### src/hw/rtl/rmq_pkg.sv
// ----------------------------------------------------------------------------
// rmq_pkg
// shared types and constants for the rotation matrix to quaternion pipeline
// ----------------------------------------------------------------------------
`default_nettype none

package rmq_pkg;

	localparam int FRAC_BITS_DEF = 30;
	localparam int ELEM_W        = 32;
	localparam int DIFF_W        = ELEM_W + 1;
	// quotient bits kept by the divider before saturation
	localparam int Q_BITS        = ELEM_W + 1;
	localparam int N_ELEM        = 10;
	localparam int N_LANE        = 3;

	// index of the component taken from the square root
	typedef enum logic [1:0] {
		SEL_X = 2'd0,
		SEL_Y = 2'd1,
		SEL_Z = 2'd2,
		SEL_W = 2'd3
	} sel_t;

	typedef struct packed {
		sel_t sel;
		logic degen;
	} rmq_ctl_t;

	localparam int CTL_W = $bits(rmq_ctl_t);

endpackage

`default_nettype wire

### src/hw/rtl/rmq_front.sv
// ----------------------------------------------------------------------------
// rmq_front
// input register, trace, branch selection, root argument and the three lane sums and differences
// ----------------------------------------------------------------------------
`default_nettype none

module rmq_front
	import rmq_pkg::*;
#(
	parameter int FRAC_BITS = FRAC_BITS_DEF,
	parameter int ARG_W     = 35
) (
	input  wire logic                     clk,
	input  wire logic                     arst_n,
	input  wire logic                     en,
	input  wire logic                     in_vld,
	input  wire logic [N_ELEM*ELEM_W-1:0] in_data,
	output logic                          out_vld,
	output logic [ARG_W-1:0]              out_arg,
	output logic signed [DIFF_W-1:0]      out_diff [N_LANE],
	output rmq_ctl_t                      out_ctl
);

	localparam int AS_W = ARG_W + 1;

	logic                     vld_s1;
	logic signed [ELEM_W-1:0] m_s1 [N_ELEM];

	logic signed [AS_W-1:0]   e    [N_ELEM];
	logic signed [AS_W-1:0]   one, tr, arg;
	logic signed [AS_W-1:0]   arg_c [N_LANE];
	logic signed [DIFF_W-1:0] d    [N_LANE];
	logic signed [DIFF_W-1:0] x    [N_ELEM];
	sel_t                     sel;

	always_ff @(posedge clk or negedge arst_n) begin
		if (!arst_n) begin
			vld_s1  <= 1'b0;
			out_vld <= 1'b0;
		end else if (en) begin
			vld_s1  <= in_vld;
			out_vld <= vld_s1;
		end
	end

	always_ff @(posedge clk) begin
		if (en) begin
			for (int n = 0; n < N_ELEM; n++) begin
				m_s1[n] <= in_data[n*ELEM_W +: ELEM_W];
			end
		end
	end

	always_comb begin
		for (int n = 0; n < N_ELEM; n++) begin
			e[n] = AS_W'(m_s1[n]);
			x[n] = DIFF_W'(m_s1[n]);
		end
		one = AS_W'(1) << FRAC_BITS;
		tr  = e[0] + e[4] + e[8] + e[9];
		// all three diagonal arguments in parallel with the trace
		arg_c[0] = e[0] - e[4] - e[8] + one;
		arg_c[1] = e[4] - e[8] - e[0] + one;
		arg_c[2] = e[8] - e[0] - e[4] + one;
		// a tie between the first two diagonals picks Y; a tie with the third keeps the earlier index
		if (m_s1[0] > m_s1[4]) begin
			sel = SEL_X;
		end else begin
			sel = SEL_Y;
		end
		if (m_s1[8] > ((sel == SEL_X) ? m_s1[0] : m_s1[4])) begin
			sel = SEL_Z;
		end
		if (tr >= one) begin
			sel = SEL_W;
		end
		case (sel)
			SEL_X: begin
				arg = arg_c[0];
				d[0] = x[3] + x[1]; d[1] = x[6] + x[2]; d[2] = x[7] - x[5];
			end
			SEL_Y: begin
				arg = arg_c[1];
				d[0] = x[7] + x[5]; d[1] = x[1] + x[3]; d[2] = x[2] - x[6];
			end
			SEL_Z: begin
				arg = arg_c[2];
				d[0] = x[2] + x[6]; d[1] = x[5] + x[7]; d[2] = x[3] - x[1];
			end
			default: begin
				arg = tr;
				d[0] = x[7] - x[5]; d[1] = x[2] - x[6]; d[2] = x[3] - x[1];
			end
		endcase
	end

	always_ff @(posedge clk) begin
		if (en) begin
			out_ctl.sel   <= sel;
			out_ctl.degen <= (arg <= 0);
			out_arg       <= (arg <= 0) ? '0 : arg[ARG_W-1:0];
			for (int n = 0; n < N_LANE; n++) begin
				out_diff[n] <= d[n];
			end
		end
	end

endmodule

`default_nettype wire

### config.mk
export PLATFORM = sky130hd
export DESIGN_NAME = rmq_front
export DESIGN_NICKNAME = d
export VERILOG_FILES = /design/src/hw/rtl/rmq_pkg.sv /design/src/hw/rtl/rmq_front.sv
export SDC_FILE = /design/constraint.sdc
export NUM_CORES = 1
export LEC_CHECK = 0
export ABC_AREA = 1
export BUFFER_PORTS_ARGS = -buffer_cell sky130_fd_sc_hd__buf_2
export CORE_ASPECT_RATIO = 1.1
export CORE_MARGIN = 2
export CORE_UTILIZATION = 40
export CTS_BUF_LIST = sky130_fd_sc_hd__clkbuf_2
export DETAILED_ROUTE_END_ITERATION = 6
export GPL_TIMING_DRIVEN = 0
export HOLD_SLACK_MARGIN = 0.05
export PLACE_DENSITY = 0.61
export REMOVE_ABC_BUFFERS = 1
export SETUP_SLACK_MARGIN = 0.05
export SKIP_LAST_GASP = 1
export SLEW_MARGIN = 25
export SYNTH_ARGS = -nofsm -noshare
export SYNTH_HDL_FRONTEND = slang
export SYNTH_SLANG_ARGS = --single-unit
### constraint.sdc
create_clock -name clk -period 6.41 [get_ports clk]
set_input_delay 1.282 -clock clk [delete_from_list [all_inputs] [get_ports clk]]
set_output_delay 1.282 -clock clk [all_outputs]
set_load 0.1 [all_outputs]
# Word level (Yosys, flattened, before mapping)
# Memories as Yosys holds them, arrays and structs flattened.
# Cells that the tools add are included.
[totals]
reg_bits = 139
latch_bits = 0
mem_bits_rw = 320
mem_bits_ro = 0
output_inout_bits = 138
memories = 1
[memory_table]
columns = ["memory", "depth", "word_bits", "rd", "rd_ports_with_merged_regs", "wr", "line", "rtl"]
rows = [
  ["m_s1", 10, 32, 10, 0, 10, "rmq_front.sv:27", "logic signed [ELEM_W-1:0] m_s1 [N_ELEM];"],
]
[classes]
addsub = 18
multipliers = 0
div_mod_pow = 0
order_cmp = 4
n_eq_ne = 2
shifts = 0
muxes = 8
bitwise_logic = 0
n_reduce_logical = 2
[ops]
columns = ["cell", "n"]
rows = [
  ["case mux 99 bit (3 select lines)", 1],
  ["subtractor 32 x 32 -> 33 bit", 6],
  ["adder 32 x 32 -> 33 bit", 4],
  ["case mux 36 bit (3 select lines)", 1],
  ["adder 34 x 32 -> 35 bit (second input constant)", 3],
  ["subtractor 33 x 32 -> 34 bit", 3],
  ["greater-than comparator 32 bit", 2],
  ["<= comparator 36 x 1 -> 1 bit (second input constant)", 1],
  ["adder 34 x 32 -> 35 bit", 1],
  [">= comparator 35 x 32 -> 1 bit (second input constant)", 1],
  ["adder 33 x 32 -> 34 bit", 1],
  ["two-way mux 32 bit", 1],
  ["logical NOT 2 bit", 2],
  ["two-way mux 2 bit", 2],
  ["two-way mux 1 bit", 3],
  ["== test 2 x 1 -> 1 bit (second input constant)", 1],
  ["== test 2 bit (second input constant)", 1],
]

# Depth between registers and ports, before layout
# Gate-level depths: netlist of run 1.
# An unclocked memory read counts as a cell.
[logic_depth]
ltp_word = 11
ltp_mapped = 46

# Least setup slack after synthesis of run 1
# Ideal clock, no wire load.
[synth_path]
kind = "reg-to-reg"
from = "mem m_s1[4][7]"
to = "reg out_arg[15] (data pin)"
setup_ns = 0.252
t_arrival_ns = 4.778
t_required_ns = 6.158
setup_slack_ns = 1.380
path_stages_with_launch = 41
synth_period_minus_slack_ns = 5.030
cell_sequence = "edfxtp_1 inv_1 ha_1 nor2_1 nor3b_1 nand2_1 nand2_1 nand2_1 nand2_1 nand2_1 nand2_1 nand2_1 nand3_1 clkbuf_1 clkbuf_1 nand2_1 o21ai_0 ha_1 (+5 left out) nand2_1 nand2_1 nand2_1 nand2_1 nand2_1 nand2_2 nand2_1 buf_4 clkbuf_1 nand4_1 nand4_1 nor2_1 nand3_1 nor2_1 nand3_2 nand2_4 buf_4 nor2_1"
[synth_lines]
columns = ["element", "line", "rtl"]
rows = [
  ["from (decl)", "rmq_front.sv:27", ""],
  ["to (signal assigned)", "rmq_front.sv:101", "out_arg <= (arg <= 0) ? '0 : arg[ARG_W-1:0];"],
  ["to (decl)", "rmq_front.sv:19", "output logic [ARG_W-1:0] out_arg,"],
]

==> metrics.txt, run 1 <==
pwr/cell area=between 400 and 500 nW/um^2; Root Driver=clkbuf_2; Clock Skews=214 ps; FFs w/ async S/R, synth=less than 1%; EDFF count, synth=around 460; max cap viols=0; dpl hpwl=125 mm; Slew @ Worst Pin=1140 ps; Initial Util=roughly two fifths; most common cell after layout, fill and taps aside=nand2_1; Overflow after GRT=0; fin area=about 52000 um^2; via count=around 39000; CTS H-tree depth=3; HP Class=in2reg; Crit-path slowest cell=edfxtp_1; Max IR drop VDD=between 0.0005 and 0.0006 V; IO Pins=between 400 and 500; worst-path maximum fanout=20; area grow syn2layout=23.6%; CTS tree=done; beginning of the worst hold path=in_data[37]; final wirelength=about 160 mm; worst skew pair latency=about 1600 ps; leakage=roughly 25 nW; WHS Path Cells=2; Worst Setup Path Type=reg2reg; gpl congestion=approximately 1; outcome=finished, final reports clean; placed inst area=roughly 46000 um^2; largest net degree at the start of global routing=94; launch point of the worst reg-to-reg path=m_s1[4][19]$_DFFE_PP_; Unique masters post-synth=between 50 and 60; die area=between 100000 and 150000 um^2; Die X=314 um; Synth Instances=a little over 5000; Fmax=~160 MHz; Hold Vio Cnt, Final=0; crit share post-route=slightly below 100%; arrival time at the worst endpoint=around 7500 ps; drt initial violations=2659; TritonCTS Buffers=115; Routed Antenna Nets=0; global-route wire length before repair=~230 mm; DR WL/cell=approximately 21 um; Synth Warn #=0; Worst Path Required=7630 ps; DRC Markers=0; setup TNS=0 ps; Worst setup EP type=register; die height=between 300 and 400 um; top cell type's share of synthesized area=between 30% and 40%; Pre-antenna DRT Iters=6; Core ar.=about 110000 um^2; vias in the first global route=39507; Post-layout nets=7020; startpoint types=register; worst reg2reg path depth=33; synth top area cells=edfxtp_1 (32%), ha_1 (15%), nand2_1 (9.1%); Yosys reg bits=between 400 and 500; Rel. slew slack=between 20% and 30%; Worst setup startpoint=m_s1[4][19]$_DFFE_PP_; layout cells sized above 1=15.2%; syn_area_per_cell=8.33 um^2; Clock Pin Slew Worst Setup and Hold Paths=130 ps; via-per-instance ratio=5.15; min Tclk post-route=~6200 ps; initial antenna violation count=4; Slew Limit Fails=0; Clock Sink Count=~460; Syn Std Cell Area=~42000 um^2; reg2reg setup slack=about 160 ps; Critical Path Max Stage Delay=~450 ps; IO buf count=461; most frequent cells in the layout=nand2_1 (1008), inv_1 (741), ha_1 (512), buf_2 (460), edfxtp_1 (457); cell accounting for the most synthesized area=edfxtp_1; GRT Util Overall=between 20% and 30%; Site Rows=125; final setup violation count=0; main flop type after synthesis=edfxtp_1; post-layout power=~24 mW; CTS max path bufs=3; sequential cell area fraction in the yosys report=~33%; final core utilization=49.7%
-- stage by stage --
stage	instances	hold slack (ps)	setup slack [ps]
2_1_floorplan	4958	478	-1450
3_3_place_gp	6816	495	-9540
3_5_place_dp	6831	517	-4730
4_1_cts	7435	165	82.4
5_1_grt	7498	328	-10.2
6_report	7500	407	164
-- critical path: cells and delay by family (launching register included) --
family                   cells  cell delay [ps]
AO/OA/AOI/OAI                1               90
AND/OR/NAND/NOR             22             3510
adder cells (fa/ha/maj)      2              510
buffers and inverters        8             1360
flip-flops                   1              450
-- synthesized netlist by cell type (91+ instances only) --
master and count:
nor2_1 449, nand4_1 96, clkbuf_1 91, a21oi_1 397
nand2_1 1030, ha_1 514, inv_1 783, fa_1 170
nand3_1 160, edfxtp_1 457, o21ai_0 250, xor2_1 218
-- cell families after synthesis --
| family | Yosys count | share of synthesized area (%) |
|---|---|---|
| fa+ha+maj | 684 | 23.2 |
| buf+inv | 915 | 8.33 |
| other cells | 1 | 0.00885 |
| simple gates | 1864 | 18.3 |
| xor+xnor | 270 | 5.58 |
| flops | 459 | 32.5 |
| compound gates | 895 | 12.1 |
-- power breakdown --
group / total, mW / leakage (nW) / internal [mW] / switching [mW]
Combinational: 16.6 / 19.6 / 4.55 / 12.1
Clock: 2.19 / 0.830 / 0.872 / 1.32
Sequential: 4.68 / 4.52 / 4.33 / 0.350
-- layout make-up --
| cell class | count | area [um^2] |
|---|---|---|
| Clock buffer | 162 | 811 |
| Timing Repair inverter | 1 | 7.51 |
| Clock inverter | 42 | 319 |
| Timing Repair Buffer | 929 | 7170 |
| Multi-Input combinational cell | 3721 | 25500 |
| Fill cell | 10066 | 52900 |
| Sequential cell | 459 | 13800 |
| Inverter | 785 | 2980 |
| Tap cell | 1397 | 1750 |
| Antenna cell | 4 | 10.0 |
-- path summary, 6_finish.rpt --
check	endpoint
worst max-delay path	out_arg[30]$_SDFFCE_PP0P_
worst min-delay path	m_s1[1][5]$_DFFE_PP_
worst min register to register	out_vld$_DFFE_PN0P_
worst max register to register	out_arg[30]$_SDFFCE_PP0P_
max in group asynchronous	vld_s1$_DFFE_PN0P_
min in group asynchronous	out_vld$_DFFE_PN0P_
-- repair_timing --
action	CTS	global route
hold endpoints to repair	337	0
pin swaps	22	25
setup endpoints to repair	136	64
resized for setup	84	60
hold buffers	324	0
buffers inserted	64	58
cloned	12	4
-- state kept, by name (all words and copies together) (netlist names) --
name      count
m_s1        320
out_diff     99
out_arg      35
out_ctl       3
out_vld       1
vld_s1        1
-- metal layers --
metal	up-vias	wire length [um]	track usage, %
met3	384	8210	3.47
li1	18719	-	-
met1	18178	62300	33.3
met4	2	11100	17.6
met5	-	16	0
met2	1369	78700	50.7
Note: power is estimated with default switching activity, not from simulation.
==> run 2, diff against run 1 <==
Settings changed: BUFFER_PORTS_ARGS -buffer_cell sky130_fd_sc_hd__buf_2 to unset, DONT_BUFFER_PORTS set to 1, PLACE_DENSITY 0.61 to 0.57.
==> run 2 against run 1 <==
Wire length is essentially flat. Highest routed layer unchanged. First-iteration DRC count fell by 7.9%. Worst hold slack worse by 220 ps. Count of clock-buffer cells in the layout fell by 4. Sequential share of layout area up 1.2 points. Clock power is essentially flat. Register-to-register slack lost 30 ps. Critical path depth up 4. Combinational power fell by 23%. Flip-flop and latch count did not move. Worst setup slack worse by 26 ps. The flow now finishes with violations (slew limit).
==> metrics.txt, run 2 (same netlist as run 1, synthesis figures left out) <==
dpl hpwl=125 mm (+0.69%); min Tclk post-route=6270 ps (+25.9 ps); failing checks=slew limit; Worst Setup Path Type=reg2reg; Initial Util=40.3% (unchanged); Rel. slew slack=-48.7% (-72 points); layout cells sized above 1=8.02% (-7.1 points); initial antenna violation count=18 (+14); Overflow after GRT=0 (unchanged); max cap viols=0 (unchanged); most frequent cells in the layout=nand2_1 (1009), inv_1 (751), ha_1 (513), edfxtp_1 (457), nor2_1 (427); gpl congestion=0.995 (-1.2%); fin worst setup slack=138 ps (-25.9 ps); IO buf count=0 (-100%); drt initial violations=2448 (-7.9%); Routed Antenna Nets=0 (unchanged); CTS H-tree depth=3 (unchanged); startpoint types=register; GRT Util Overall=28.7% (-0.18 points); arrival time at the worst endpoint=7450 ps (-20 ps); largest net degree at the start of global routing=462 (+390%); Clock Sink Count=459 (unchanged); Clock Skews=274 ps (+60.1 ps); RSZ-0062 raised after global routing=false; Largest register FFs=320 (unchanged); DRC Markers=0 (unchanged); Max IR drop VDD=0.000396 V (-27%); pwr/cell area=462 nW/um^2 (+3.0%); Pre-antenna DRT Iters=5 (-1); leakage=23.1 nW (-7.5%); outcome=complete, but fails checks; worst skew pair latency=1570 ps (-20 ps); vias in the first global route=37590 (-4.9%); Site Rows=125 (unchanged); Worst Path Required=7590 ps (-40 ps); Core ar.=105000 um^2 (unchanged); Worst setup EP type=register; worst-path maximum fanout=15 (-25%); Crit-path slowest cell=edfxtp_1; global-route wire length before repair=231 mm (-1.0%); Clock Pin Slew Worst Setup and Hold Paths=120 ps (about the same); largest reg by FF count=m_s1; HP Class=in2reg; DR WL/cell=22.7 um (+6.3%); Slew @ Worst Pin=2230 ps (+1090 ps); largest registers=m_s1: 320 flops, out_diff: 99 flops, out_arg: 35 flops; Slew Limit Fails=184 (+184); Root Driver=clkbuf_2; Die X=314 um (unchanged); Post-layout nets=6553 (-6.7%); CTS max path bufs=3 (unchanged); crit share post-route=97.8% (+0.40 points); final core utilization=47.6% (-2.2 points); post-layout power=23.1 mW (-1.5%); IO Pins=462 (unchanged); worst slack, placed=-4880 ps (-152 ps); most common cell after layout, fill and taps aside=nand2_1; CTS tree=done; setup TNS=0 ps (unchanged); TritonCTS Buffers=116 (+0.87%); final setup violation count=0 (unchanged); via count=36778 (-4.8%); area grow syn2layout=18.1%; Critical Path Max Stage Delay=460 ps (about the same); die height=345 um (unchanged); Hold Vio Cnt, Final=0 (unchanged); die area=109000 um^2 (unchanged); final wirelength=160 mm (about the same); via-per-instance ratio=5.21 (+1.2%); Fmax=159 MHz (-0.41%)
[run 2: timing repair]
action	4_1_cts	5_1_grt
hold buffers	326	2
setup endpoints to repair	136	64
cloned	9	5
resized for setup	86	63
endpoints found under the hold margin	750	170
buffers inserted	59	58
pin swaps	19	27
[run 2: metrics by stage]
step | instance area, um^2 | hold slack [ps] | cells
detailed placement | 43900 | 517 | 6366
global route | 50000 | 13.8 | 7043
floorplan | 41800 | 478 | 4958
CTS | 49200 | -216 | 6971
global placement | 43500 | 492 | 6355
finish | 50100 | 187 | 7055
[run 2: area by class of cell]
cell class / count / area (um^2)
fill: 10275 / 55200
multi-input combinational: 3720 / 25600
sequential: 459 / 13800
timing repair buffer: 462 / 4770
inverter: 785 / 2980
tap: 1397 / 1750
clock buffer: 158 / 791
clock inverter: 53 / 362
antenna: 20 / 50.0
timing repair inverter: 1 / 7.51
[run 2: path summary, 6_finish.rpt]
check,startpoint,end,slack [ps],cells after the start
max,m_s1[0][19]$_DFFE_PP_,out_arg[0]$_SDFFCE_PP0P_,140,37
min,en,out_diff[21]$_DFFE_PP_,190,0
max reg2reg,m_s1[0][19]$_DFFE_PP_,out_arg[0]$_SDFFCE_PP0P_,140,37
min reg2reg,m_s1[1][1]$_DFFE_PP_,out_diff[67]$_DFFE_PP_,890,3
max in group asynchronous,arst_n,vld_s1$_DFFE_PN0P_,5760,2
min in group asynchronous,arst_n,out_vld$_DFFE_PN0P_,530,2
[run 2: report_power, final]
part           total, mW  internal, mW  switching, mW
combinational       12.8          4.21           8.63
clock               2.22         0.864           1.36
sequential          8.09          4.36           3.73
[run 2: critical path, delay by kind of cell, from the launching register on]
family,cells,cell delay [ps]
and+or+nand+nor,23,3400
buffers and inverters,10,1360
AOI/OAI and AO/OA,2,210
adders and majority gates,2,570
DFF,1,460
[run 2: metal layers]
metal / vias to the layer above / GRT usage (%) / wire [um]
li1: 17806 / - / -
met1: 17459 / 33.5 / 63100
met2: 1189 / 50.5 / 79400
met3: 318 / 4.01 / 8120
met4: 6 / 15.0 / 9680
met5: - / 0 / 46
